File: config.mk
export PLATFORM = sky130hd
export DESIGN_NAME = sec_usec_time_alu
export DESIGN_NICKNAME = d
export VERILOG_FILES = /design/src/hdl/stau_pkg.sv /design/src/hdl/stau_pre.sv /design/src/hdl/stau_sel.sv /design/src/hdl/sec_usec_time_alu.sv
export SDC_FILE = /design/constraint.sdc
export NUM_CORES = 2
export LEC_CHECK = 0
export BUFFER_PORTS_ARGS = -buffer_cell sky130_fd_sc_hd__buf_2
export CORE_ASPECT_RATIO = 0.5
export CORE_MARGIN = 2
export CORE_UTILIZATION = 34
export DETAILED_ROUTE_END_ITERATION = 10
export PLACE_DENSITY = 0.59
export SYNTH_ARGS = -nofsm -noshare
export SYNTH_HDL_FRONTEND = slang
export SYNTH_SLANG_ARGS = --single-unit
File: constraint.sdc
create_clock -name clk -period 30.5 [get_ports clk]
set_input_delay 6.1 -clock clk [delete_from_list [all_inputs] [get_ports clk]]
set_output_delay 6.1 -clock clk [all_outputs]
set_load 0.01 [all_outputs]
File: src/hdl/stau_pkg.sv
// Shared types, codes and constants for the sec/usec time arithmetic unit.
// No dependencies; imported by every other module in hdl/ and sim/.
package stau_pkg;

  typedef enum logic [1:0] {
    TAG_NORMAL  = 2'd0,
    TAG_INHERIT = 2'd1,
    TAG_INF     = 2'd2
  } tag_t;

  // Raw tag code with no meaning of its own; decoded as infinity.
  localparam logic [1:0] TAG_RAW_SPARE = 2'd3;

  typedef enum logic [3:0] {
    K_SEC   = 4'd0,
    K_MSEC  = 4'd1,
    K_USEC  = 4'd2,
    K_PLUS  = 4'd3,
    K_MINUS = 4'd4,
    K_MIN   = 4'd5,
    K_EQ    = 4'd6,
    K_NE    = 4'd7,
    K_LT    = 4'd8,
    K_LE    = 4'd9,
    K_GT    = 4'd10,
    K_GE    = 4'd11
  } kind_t;

  typedef enum logic [1:0] {
    ERR_NONE    = 2'd0,
    ERR_INHERIT = 2'd1,
    ERR_INFINF  = 2'd2,
    ERR_OVF     = 2'd3
  } err_t;

  localparam logic [19:0] USEC_DIV  = 20'd1000000;
  localparam logic [19:0] MSEC_DIV  = 20'd1000;
  localparam logic [19:0] MS_SCALE  = 20'd1000;
  localparam logic [20:0] USEC_WRAP = 21'd1000000;
  // floor(2^32 / divisor): estimate is low by at most one
  localparam logic [22:0] RECIP_MS  = 23'd4294967;
  localparam logic [22:0] RECIP_US  = 23'd4294;

  localparam logic signed [33:0] SEC_MAX_W = 34'sd2147483647;
  localparam logic signed [33:0] SEC_MIN_W = -34'sd2147483648;

  typedef struct packed {
    tag_t               tag;
    logic signed [31:0] sec;
    logic [19:0]        usec;
  } opnd_t;

  typedef struct packed {
    logic signed [31:0] sec;
    logic [20:0]        usec;
    logic               ovf;
  } arith_t;

  typedef struct packed {
    kind_t              kind;
    opnd_t              a;
    opnd_t              b;
    logic signed [31:0] count;
    logic               neg;
    logic               lt_ab;
    logic               eq_ab;
  } ctx_t;

  typedef struct packed {
    ctx_t               ctx;
    logic [31:0]        mag;
    logic [20:0]        usum;
    logic signed [20:0] udiff;
    logic signed [32:0] ssum;
    logic signed [32:0] sdiff;
  } s1_t;

  typedef struct packed {
    ctx_t        ctx;
    arith_t      pl;
    arith_t      mi;
    logic [31:0] mag;
    logic [54:0] prod;
  } s2_t;

  typedef struct packed {
    ctx_t        ctx;
    arith_t      pl;
    arith_t      mi;
    logic [22:0] quo;
    logic [20:0] rem;
  } s3_t;

  typedef struct packed {
    tag_t               tag;
    logic signed [31:0] sec;
    logic signed [20:0] usec;
    logic               truth;
    err_t               err;
  } res_t;

  function automatic logic [19:0] conv_div(input kind_t k);
    return (k == K_MSEC) ? MSEC_DIV : USEC_DIV;
  endfunction

  function automatic logic [22:0] conv_recip(input kind_t k);
    return (k == K_MSEC) ? RECIP_MS : RECIP_US;
  endfunction

endpackage

File: src/hdl/stau_pre.sv
// First pipeline stage logic: tag decode, count magnitude, raw sums/differences, compares.
// Depends on stau_pkg.
module stau_pre
  import stau_pkg::*;
(
  input  logic [3:0]  kind,
  input  logic [1:0]  a_tag,
  input  logic [31:0] a_sec,
  input  logic [19:0] a_usec,
  input  logic [1:0]  b_tag,
  input  logic [31:0] b_sec,
  input  logic [19:0] b_usec,
  input  logic [31:0] count,
  output s1_t         s1
);

  logic sec_lt;
  logic sec_eq;

  always_comb begin
    s1 = '0;
    s1.ctx.kind   = kind_t'(kind);
    s1.ctx.a.tag  = (a_tag == TAG_RAW_SPARE) ? TAG_INF : tag_t'(a_tag);
    s1.ctx.a.sec  = a_sec;
    s1.ctx.a.usec = a_usec;
    s1.ctx.b.tag  = (b_tag == TAG_RAW_SPARE) ? TAG_INF : tag_t'(b_tag);
    s1.ctx.b.sec  = b_sec;
    s1.ctx.b.usec = b_usec;
    s1.ctx.count  = count;
    s1.ctx.neg    = count[31];
    // |count| as unsigned; the most negative count wraps to 2^31 correctly
    s1.mag        = count[31] ? 32'(-count) : count;

    sec_lt = $signed(a_sec) < $signed(b_sec);
    sec_eq = a_sec == b_sec;
    s1.ctx.lt_ab = sec_lt || (sec_eq && (a_usec < b_usec));
    s1.ctx.eq_ab = sec_eq && (a_usec == b_usec);

    s1.usum  = {1'b0, a_usec} + {1'b0, b_usec};
    s1.udiff = $signed({1'b0, a_usec}) - $signed({1'b0, b_usec});
    s1.ssum  = $signed({a_sec[31], a_sec}) + $signed({b_sec[31], b_sec});
    s1.sdiff = $signed({a_sec[31], a_sec}) - $signed({b_sec[31], b_sec});
  end

endmodule

File: src/hdl/stau_sel.sv
// Last pipeline stage logic: quotient correction, case rules per kind, result select.
// Depends on stau_pkg.
module stau_sel
  import stau_pkg::*;
(
  input  s3_t  s3,
  output res_t res
);

  logic [19:0] div;
  logic        fix;
  logic [22:0] quo;
  logic [19:0] rem;
  logic [19:0] umag;
  logic [31:0] smag;
  logic [20:0] uext;
  logic        a_inf;
  logic        b_inf;
  logic        a_inh;
  logic        b_inh;
  logic        eqv;

  always_comb begin
    div  = conv_div(s3.ctx.kind);
    fix  = s3.rem >= {1'b0, div};
    quo  = fix ? s3.quo + 23'd1 : s3.quo;
    rem  = fix ? 20'(s3.rem - {1'b0, div}) : s3.rem[19:0];
    umag = (s3.ctx.kind == K_MSEC) ? 20'(rem[9:0]) * MS_SCALE : rem;
    smag = {9'd0, quo};
    uext = {1'b0, umag};

    a_inf = s3.ctx.a.tag == TAG_INF;
    b_inf = s3.ctx.b.tag == TAG_INF;
    a_inh = s3.ctx.a.tag == TAG_INHERIT;
    b_inh = s3.ctx.b.tag == TAG_INHERIT;
    eqv   = (a_inf || b_inf) ? (s3.ctx.a.tag == s3.ctx.b.tag) : s3.ctx.eq_ab;

    res = '0;
    case (s3.ctx.kind)
      K_SEC: begin
        res.sec = s3.ctx.count;
      end
      K_MSEC, K_USEC: begin
        res.sec  = s3.ctx.neg ? 32'(-smag) : smag;
        res.usec = s3.ctx.neg ? 21'(-uext) : uext;
      end
      K_PLUS: begin
        if (a_inh) begin
          res.tag  = s3.ctx.b.tag;
          res.sec  = s3.ctx.b.sec;
          res.usec = {1'b0, s3.ctx.b.usec};
        end else if (a_inf || b_inf) begin
          res.tag = TAG_INF;
        end else if (b_inh) begin
          res.sec  = s3.ctx.a.sec;
          res.usec = {1'b0, s3.ctx.a.usec};
        end else begin
          res.sec  = s3.pl.sec;
          res.usec = s3.pl.usec;
          res.err  = s3.pl.ovf ? ERR_OVF : ERR_NONE;
        end
      end
      K_MINUS: begin
        if (a_inh || b_inh) begin
          res.err = ERR_INHERIT;
        end else if (a_inf && b_inf) begin
          res.err = ERR_INFINF;
        end else if (a_inf) begin
          res.tag = TAG_INF;
        end else if (!b_inf) begin
          res.sec  = s3.mi.sec;
          res.usec = s3.mi.usec;
          res.err  = s3.mi.ovf ? ERR_OVF : ERR_NONE;
        end
      end
      K_MIN: begin
        // b wins a tie; a non-normal a yields b as given
        if (s3.ctx.a.tag != TAG_NORMAL ||
            (s3.ctx.b.tag == TAG_NORMAL && !s3.ctx.lt_ab)) begin
          res.tag  = s3.ctx.b.tag;
          res.sec  = s3.ctx.b.sec;
          res.usec = {1'b0, s3.ctx.b.usec};
        end else begin
          res.tag  = s3.ctx.a.tag;
          res.sec  = s3.ctx.a.sec;
          res.usec = {1'b0, s3.ctx.a.usec};
        end
      end
      K_EQ, K_NE, K_LT, K_LE, K_GT, K_GE: begin
        if (a_inh || b_inh) begin
          res.err = ERR_INHERIT;
        end else begin
          case (s3.ctx.kind)
            K_EQ:    res.truth = eqv;
            K_NE:    res.truth = !eqv;
            K_LT:    res.truth = !a_inf && (b_inf || s3.ctx.lt_ab);
            K_LE:    res.truth = !a_inf && (b_inf || s3.ctx.lt_ab || s3.ctx.eq_ab);
            K_GT:    res.truth = !b_inf && (a_inf || !(s3.ctx.lt_ab || s3.ctx.eq_ab));
            K_GE:    res.truth = !b_inf && (a_inf || !s3.ctx.lt_ab);
            default: res.truth = 1'b0;
          endcase
        end
      end
      default: begin
        res = '0;
      end
    endcase

    if (res.tag != TAG_NORMAL) begin
      res.sec  = '0;
      res.usec = '0;
    end
  end

endmodule

File: src/hdl/sec_usec_time_alu.sv
// Top level of the seconds-plus-microseconds time arithmetic unit.
// Depends on stau_pkg, stau_pre and stau_sel.
//
// Usage:
//  - Input channel in_valid/in_ready carries one operation per transaction:
//    in_kind, tagged operands a and b (seconds + microseconds), and in_count
//    for the sec/ms/us conversions.
//  - Result channel out_valid/out_ready returns exactly one result per
//    operation, in order: tag, seconds, microseconds, compare truth, error.
//  - Four register stages: operand decode and raw sums, then reciprocal
//    multiply with carry/borrow and saturation, then quotient-times-divisor
//    remainder, then correction and result select into the output register.
//  - Throughput is one transaction per cycle while the receiver keeps
//    out_ready high. The deepest steps are the 32x23 reciprocal
//    multiply (stage 2) and the 23x20 back-multiply (stage 3).
//  - Division of the count by 1000 or 1000000 uses floor(2^32/D) and one
//    compare-subtract fix-up; no divider is built.
//  - Each stage holds its own valid bit and loads whenever it is empty or
//    its successor loads, so bubbles collapse and an item keeps entering
//    while a finished result waits at the output.
//  - When the receiver stalls, the output register holds its transaction;
//    the stages fill behind it and in_ready drops once all four are full.
//  - Synchronous active-low reset empties all stages; no payload is reset.
//    There is no configuration and no state carried between operations.
module sec_usec_time_alu
  import stau_pkg::*;
(
  input  logic        clk,
  input  logic        rst_n,

  input  logic        in_valid,
  output logic        in_ready,
  input  logic [3:0]  in_kind,
  input  logic [1:0]  in_a_tag,
  input  logic [31:0] in_a_sec,
  input  logic [19:0] in_a_usec,
  input  logic [1:0]  in_b_tag,
  input  logic [31:0] in_b_sec,
  input  logic [19:0] in_b_usec,
  input  logic [31:0] in_count,

  output logic        out_valid,
  input  logic        out_ready,
  output logic [1:0]  out_res_tag,
  output logic [31:0] out_res_sec,
  output logic [20:0] out_res_usec,
  output logic        out_truth,
  output logic [1:0]  out_error
);

  // stage valid bits and payload registers
  logic s1_v_r;
  logic s2_v_r;
  logic s3_v_r;
  logic out_v_r;
  s1_t  s1_r;
  s2_t  s2_r;
  s3_t  s3_r;
  res_t out_r;

  // stage load enables, back to front
  logic ld1;
  logic ld2;
  logic ld3;
  logic ldo;

  s1_t  s1_nxt;
  s2_t  s2_nxt;
  s3_t  s3_nxt;
  res_t out_nxt;

  assign ldo = !out_v_r || out_ready;
  assign ld3 = !s3_v_r || ldo;
  assign ld2 = !s2_v_r || ld3;
  assign ld1 = !s1_v_r || ld2;

  assign in_ready = ld1;

  // ---- stage 1: decode, magnitude, raw sums/differences, compares
  stau_pre u_pre (
    .kind   (in_kind),
    .a_tag  (in_a_tag),
    .a_sec  (in_a_sec),
    .a_usec (in_a_usec),
    .b_tag  (in_b_tag),
    .b_sec  (in_b_sec),
    .b_usec (in_b_usec),
    .count  (in_count),
    .s1     (s1_nxt)
  );

  // ---- stage 2: carry/borrow fix-up, saturation, reciprocal multiply
  logic               carry;
  logic               borrow;
  logic signed [33:0] psum;
  logic signed [33:0] mdif;

  always_comb begin
    s2_nxt     = '0;
    s2_nxt.ctx = s1_r.ctx;
    s2_nxt.mag = s1_r.mag;
    s2_nxt.prod = s1_r.mag * conv_recip(s1_r.ctx.kind);

    // plus: single carry step when the usec sum reaches one second
    carry = s1_r.usum >= USEC_WRAP;
    s2_nxt.pl.usec = carry ? 21'(s1_r.usum - USEC_WRAP) : s1_r.usum;
    psum = $signed({s1_r.ssum[32], s1_r.ssum}) + $signed({33'd0, carry});
    if (psum > SEC_MAX_W) begin
      s2_nxt.pl.sec = SEC_MAX_W[31:0];
      s2_nxt.pl.ovf = 1'b1;
    end else if (psum < SEC_MIN_W) begin
      s2_nxt.pl.sec = SEC_MIN_W[31:0];
      s2_nxt.pl.ovf = 1'b1;
    end else begin
      s2_nxt.pl.sec = psum[31:0];
      s2_nxt.pl.ovf = 1'b0;
    end

    // minus: borrow, clamp negative seconds to zero, then saturate high
    borrow = s1_r.udiff[20];
    s2_nxt.mi.usec = borrow ? 21'(s1_r.udiff + USEC_WRAP) : s1_r.udiff;
    mdif = $signed({s1_r.sdiff[32], s1_r.sdiff}) - $signed({33'd0, borrow});
    if (mdif[33]) begin
      s2_nxt.mi.sec = '0;
      s2_nxt.mi.ovf = 1'b0;
    end else if (mdif > SEC_MAX_W) begin
      s2_nxt.mi.sec = SEC_MAX_W[31:0];
      s2_nxt.mi.ovf = 1'b1;
    end else begin
      s2_nxt.mi.sec = mdif[31:0];
      s2_nxt.mi.ovf = 1'b0;
    end
  end

  // ---- stage 3: quotient estimate times divisor, remainder (< 2*divisor)
  logic [42:0] qd;

  always_comb begin
    s3_nxt     = '0;
    s3_nxt.ctx = s2_r.ctx;
    s3_nxt.pl  = s2_r.pl;
    s3_nxt.mi  = s2_r.mi;
    s3_nxt.quo = s2_r.prod[54:32];
    qd         = s3_nxt.quo * conv_div(s2_r.ctx.kind);
    s3_nxt.rem = 21'(s2_r.mag - qd[31:0]);
  end

  // ---- stage 4: correction and result select
  stau_sel u_sel (
    .s3  (s3_r),
    .res (out_nxt)
  );

  always_ff @(posedge clk) begin
    if (!rst_n) begin
      s1_v_r  <= 1'b0;
      s2_v_r  <= 1'b0;
      s3_v_r  <= 1'b0;
      out_v_r <= 1'b0;
    end else begin
      if (ld1) begin
        s1_v_r <= in_valid;
      end
      if (ld2) begin
        s2_v_r <= s1_v_r;
      end
      if (ld3) begin
        s3_v_r <= s2_v_r;
      end
      if (ldo) begin
        out_v_r <= s3_v_r;
      end
    end
  end

  always_ff @(posedge clk) begin
    if (ld1) begin
      s1_r <= s1_nxt;
    end
    if (ld2) begin
      s2_r <= s2_nxt;
    end
    if (ld3) begin
      s3_r <= s3_nxt;
    end
    if (ldo) begin
      out_r <= out_nxt;
    end
  end

  assign out_valid    = out_v_r;
  assign out_res_tag  = out_r.tag;
  assign out_res_sec  = out_r.sec;
  assign out_res_usec = out_r.usec;
  assign out_truth    = out_r.truth;
  assign out_error    = out_r.err;

  // ---- assertions
  a_accept_enters: assert property (@(posedge clk) disable iff (!rst_n)
    in_valid && in_ready |=> s1_v_r)
    else $error("accepted transaction did not enter stage 1");

  a_ovf_normal: assert property (@(posedge clk) disable iff (!rst_n)
    out_valid && (out_error == ERR_OVF) |-> (out_res_tag == TAG_NORMAL))
    else $error("seconds overflow with non-normal tag");

  a_nonnormal_zero: assert property (@(posedge clk) disable iff (!rst_n)
    out_valid && (out_res_tag != TAG_NORMAL) |-> (out_res_sec == '0) && (out_res_usec == '0))
    else $error("non-normal result carries time fields");

  a_truth_clean: assert property (@(posedge clk) disable iff (!rst_n)
    out_valid && out_truth |-> (out_error == ERR_NONE) && (out_res_tag == TAG_NORMAL))
    else $error("compare truth set with error or tag");

endmodule

==> summary.md <==
| Metric | Value |
|---|---|
| CORE AREA | 176500 sq um |
| Crit path DAT | 7440 ps |
| Count of pins on the block boundary | 208 |
| Layout cell share with drive strength beyond 1 | 0.08838 |
| Post-cts repair resize count | 0 |
| Reg area | 28130 sq um |
| Number of instances in the synthesized netlist | 5002 |
| Skew-Pair Late Insertion Delay | 700 ps |
| DRC violations left | 0 |
| Clock buffer count from CTS | 95 |
| Pin count of the biggest net entering global routing | 156 |
| Placement Rows | 109 |
| Vertical die dimension | 301.8 um |
| Worst hold-check path type | reg -> reg |
| Count of buffers added by post-CTS timing repair for setup | 0 |
| Post-route worst setup slack | 16960 ps |
| Growth of design area from synthesis to finish | 11.67% |
| Worst clock skew on the final layout | 29.97 ps |
| Fraction of registers with async set or reset after synthesis | 0 |
| Utilization of the core after routing | 0.3817 |
| Data required, critical path | 24400 ps |
| Number of warnings issued by yosys | 0 |
| Register bit total from synthesis | 938 |
| Timing-limited maximum frequency | 73.87 MHz |
| Transition time of the tightest slew-check pin | 1078 ps |
| Area taken by multi-input logic gates | 28590 sq um |
| Clock sinks | 938 |
| Number of iterations in the first detailed-routing pass | 6 |
| Hold-fix buffer count after cts | 0 |
| Setup TNS Final | 0 ps |
| Top area cells in the synthesized netlist | sky130_fd_sc_hd__edfxtp_1, sky130_fd_sc_hd__fa_1, sky130_fd_sc_hd__ha_1 |
| CTS clk-pin slew, worst paths | 70 ps |
| Maximum buffer depth of the clock tree | 3 |
| Result of the run | complete, no violations |
| Final Slew Violations | 0 |
| Top-area cell type share of the netlist area | 0.4650 |
| Starting utilization of the core area | 0.3418 |
| Total count of hold-check failures in the final report | 0 |
| Clock tree from TritonCTS | done |
| Die boundary width | 599.7 um |
| Startpoint type of the worst setup path | input port |
| Critical Path Sink Type | output pin |
| Full die area | 181000 sq um |
| Number of synthesized flops with an enable pin | 934 |
| Portion of the clock cycle consumed by the worst path in the final layout | 0.4439 |
| Via count of the first global-routing pass | 37140 |
| First DRT Iteration DRCs | 3722 |
| Final critical-path required period | 13540 ps |
| Post-Syn Area per Cell | 12.06 sq um |
| Maximum fanout along the worst path | 5 |
| Worst slew slack as a fraction of its limit | 0.2812 |
| Global-route usage over all layers | 0.1763 |
| Sequential share of the synthesized area | 0.4663 |
| Routed wire length | 160000 um |
| Top-count cell post-synth | sky130_fd_sc_hd__edfxtp_1 |
| Post-synthesis cell type count | 116 |
| Most area-hungry cell type in the Yosys netlist | sky130_fd_sc_hd__edfxtp_1 |
| Htree depth | 3 |
| Drt via density | 4.919 |
| Most frequently used flop master after synthesis | sky130_fd_sc_hd__edfxtp_1 |
| Number of buffers added on ports | 207 |
| Unrepaired setup endpoints after global routing | false |
| Total via count after detailed routing | 37910 |
| Routability cong. | 0.8979 |
| Category of the critical setup timing path | in -> out |
| Number of fillers in the final layout | 17100 |
| Global-route wire length before repair | 235800 um |
| Initial antenna violation count | 33 |
| HPWL after DPL | 126200 um |
| CTS Root Buffer Type | sky130_fd_sc_hd__clkbuf_16 |
| Setup violations, final | 0 |
| Commonest cells post-synth | sky130_fd_sc_hd__edfxtp_1, sky130_fd_sc_hd__inv_1, sky130_fd_sc_hd__ha_1 |
| Net count of the finished layout | 6370 |
| Mean routed wirelength per cell | 20.76 um |
| Max-cap violation count | 0 |
| Overflow left after global routing | 0 |
| Setup WS pre-CTS | 16930 ps |
| Routed Antenna Nets | 0 |
| Post-synthesis cell area | 60320 sq um |
-- sequential cells by signal (all words and copies together), names as in the netlist --
register / cells
s3_r: 297
s2_r: 296
s1_r: 282
out_res_sec: 32
out_res_usec: 21
out_error: 2
out_res_tag: 2
borrow: 1
out_truth: 1
out_valid: 1
s1_v_r: 1
s2_v_r: 1
s3_v_r: 1
-- per-stage QoR --
stage               instances  hold WS, ps  area [sq um]
finish                   7706        399.8         67360
global route             7705        403.5         67360
CTS                      7704        400.9         67350
detailed placement       7533        404.5         64300
global placement         7533        400.3         64300
floorplan                5033        400.3         60430
-- placed cells by master, fill, tap and decap left out, drive strengths merged, types with 138 or more instances in the layout --
master / count
ha: 566
fa: 412
o21ai: 138
nor2: 253
xnor2: 219
edfxtp: 934
buf: 240
nand2: 287
a21oi: 204
inv: 883
-- final timing paths --
kind,slack [ps],cells past startpoint,to,from
max reg2reg,19840,32,out_res_usec[20],s3_r[296]
max,16960,5,in_ready,out_ready
min,400,0,s3_r[133],s2_r[176]
min reg2reg,400,0,s3_r[133],s2_r[176]
-- area by class of cell --
type / count / area share
multi-input combinational: 3091 / 0.4245
antenna: 2 / 0.00007430
inverter: 878 / 0.04904
clock inverter: 67 / 0.009176
clock buffer: 104 / 0.03611
sequential: 938 / 0.4176
tap: 2386 / 0.04432
timing repair buffer: 240 / 0.01924
-- logic make-up (layout without fill, tap and decap cells) --
family,Yosys count,after routing,share of synthesized area
other,2,35,0.0001245
multiplexers,20,20,0.003505
flip-flops,938,938,0.4663
XOR/XNOR,330,330,0.04792
adder cells (fa/ha/maj),979,979,0.2543
AO/OA/AOI/OAI,735,735,0.08443
buffers and inverters,1004,1289,0.06300
AND/OR/NAND/NOR,994,994,0.08040
-- worst max-delay path, stage by stage --
cell	delay, ps
sky130_fd_sc_hd__buf_2	90
sky130_fd_sc_hd__nor2b_1	380
sky130_fd_sc_hd__and3_1	440
sky130_fd_sc_hd__nand2_4	200
sky130_fd_sc_hd__buf_2	200
-- per-layer routing --
| layer | global-route usage | wire length, um | vias up |
|---|---|---|---|
| li1 | - | - | 17720 |
| met1 | 0.2455 | 71280 | 18790 |
| met2 | 0.2768 | 71770 | 1154 |
| met3 | 0.03825 | 11950 | 218 |
| met4 | 0.05083 | 4820 | 26 |
| met5 | 0 | 159 | - |
Power is not shown: default switching activity piles up to over one toggle a cycle in this logic, so the estimate is an artifact.
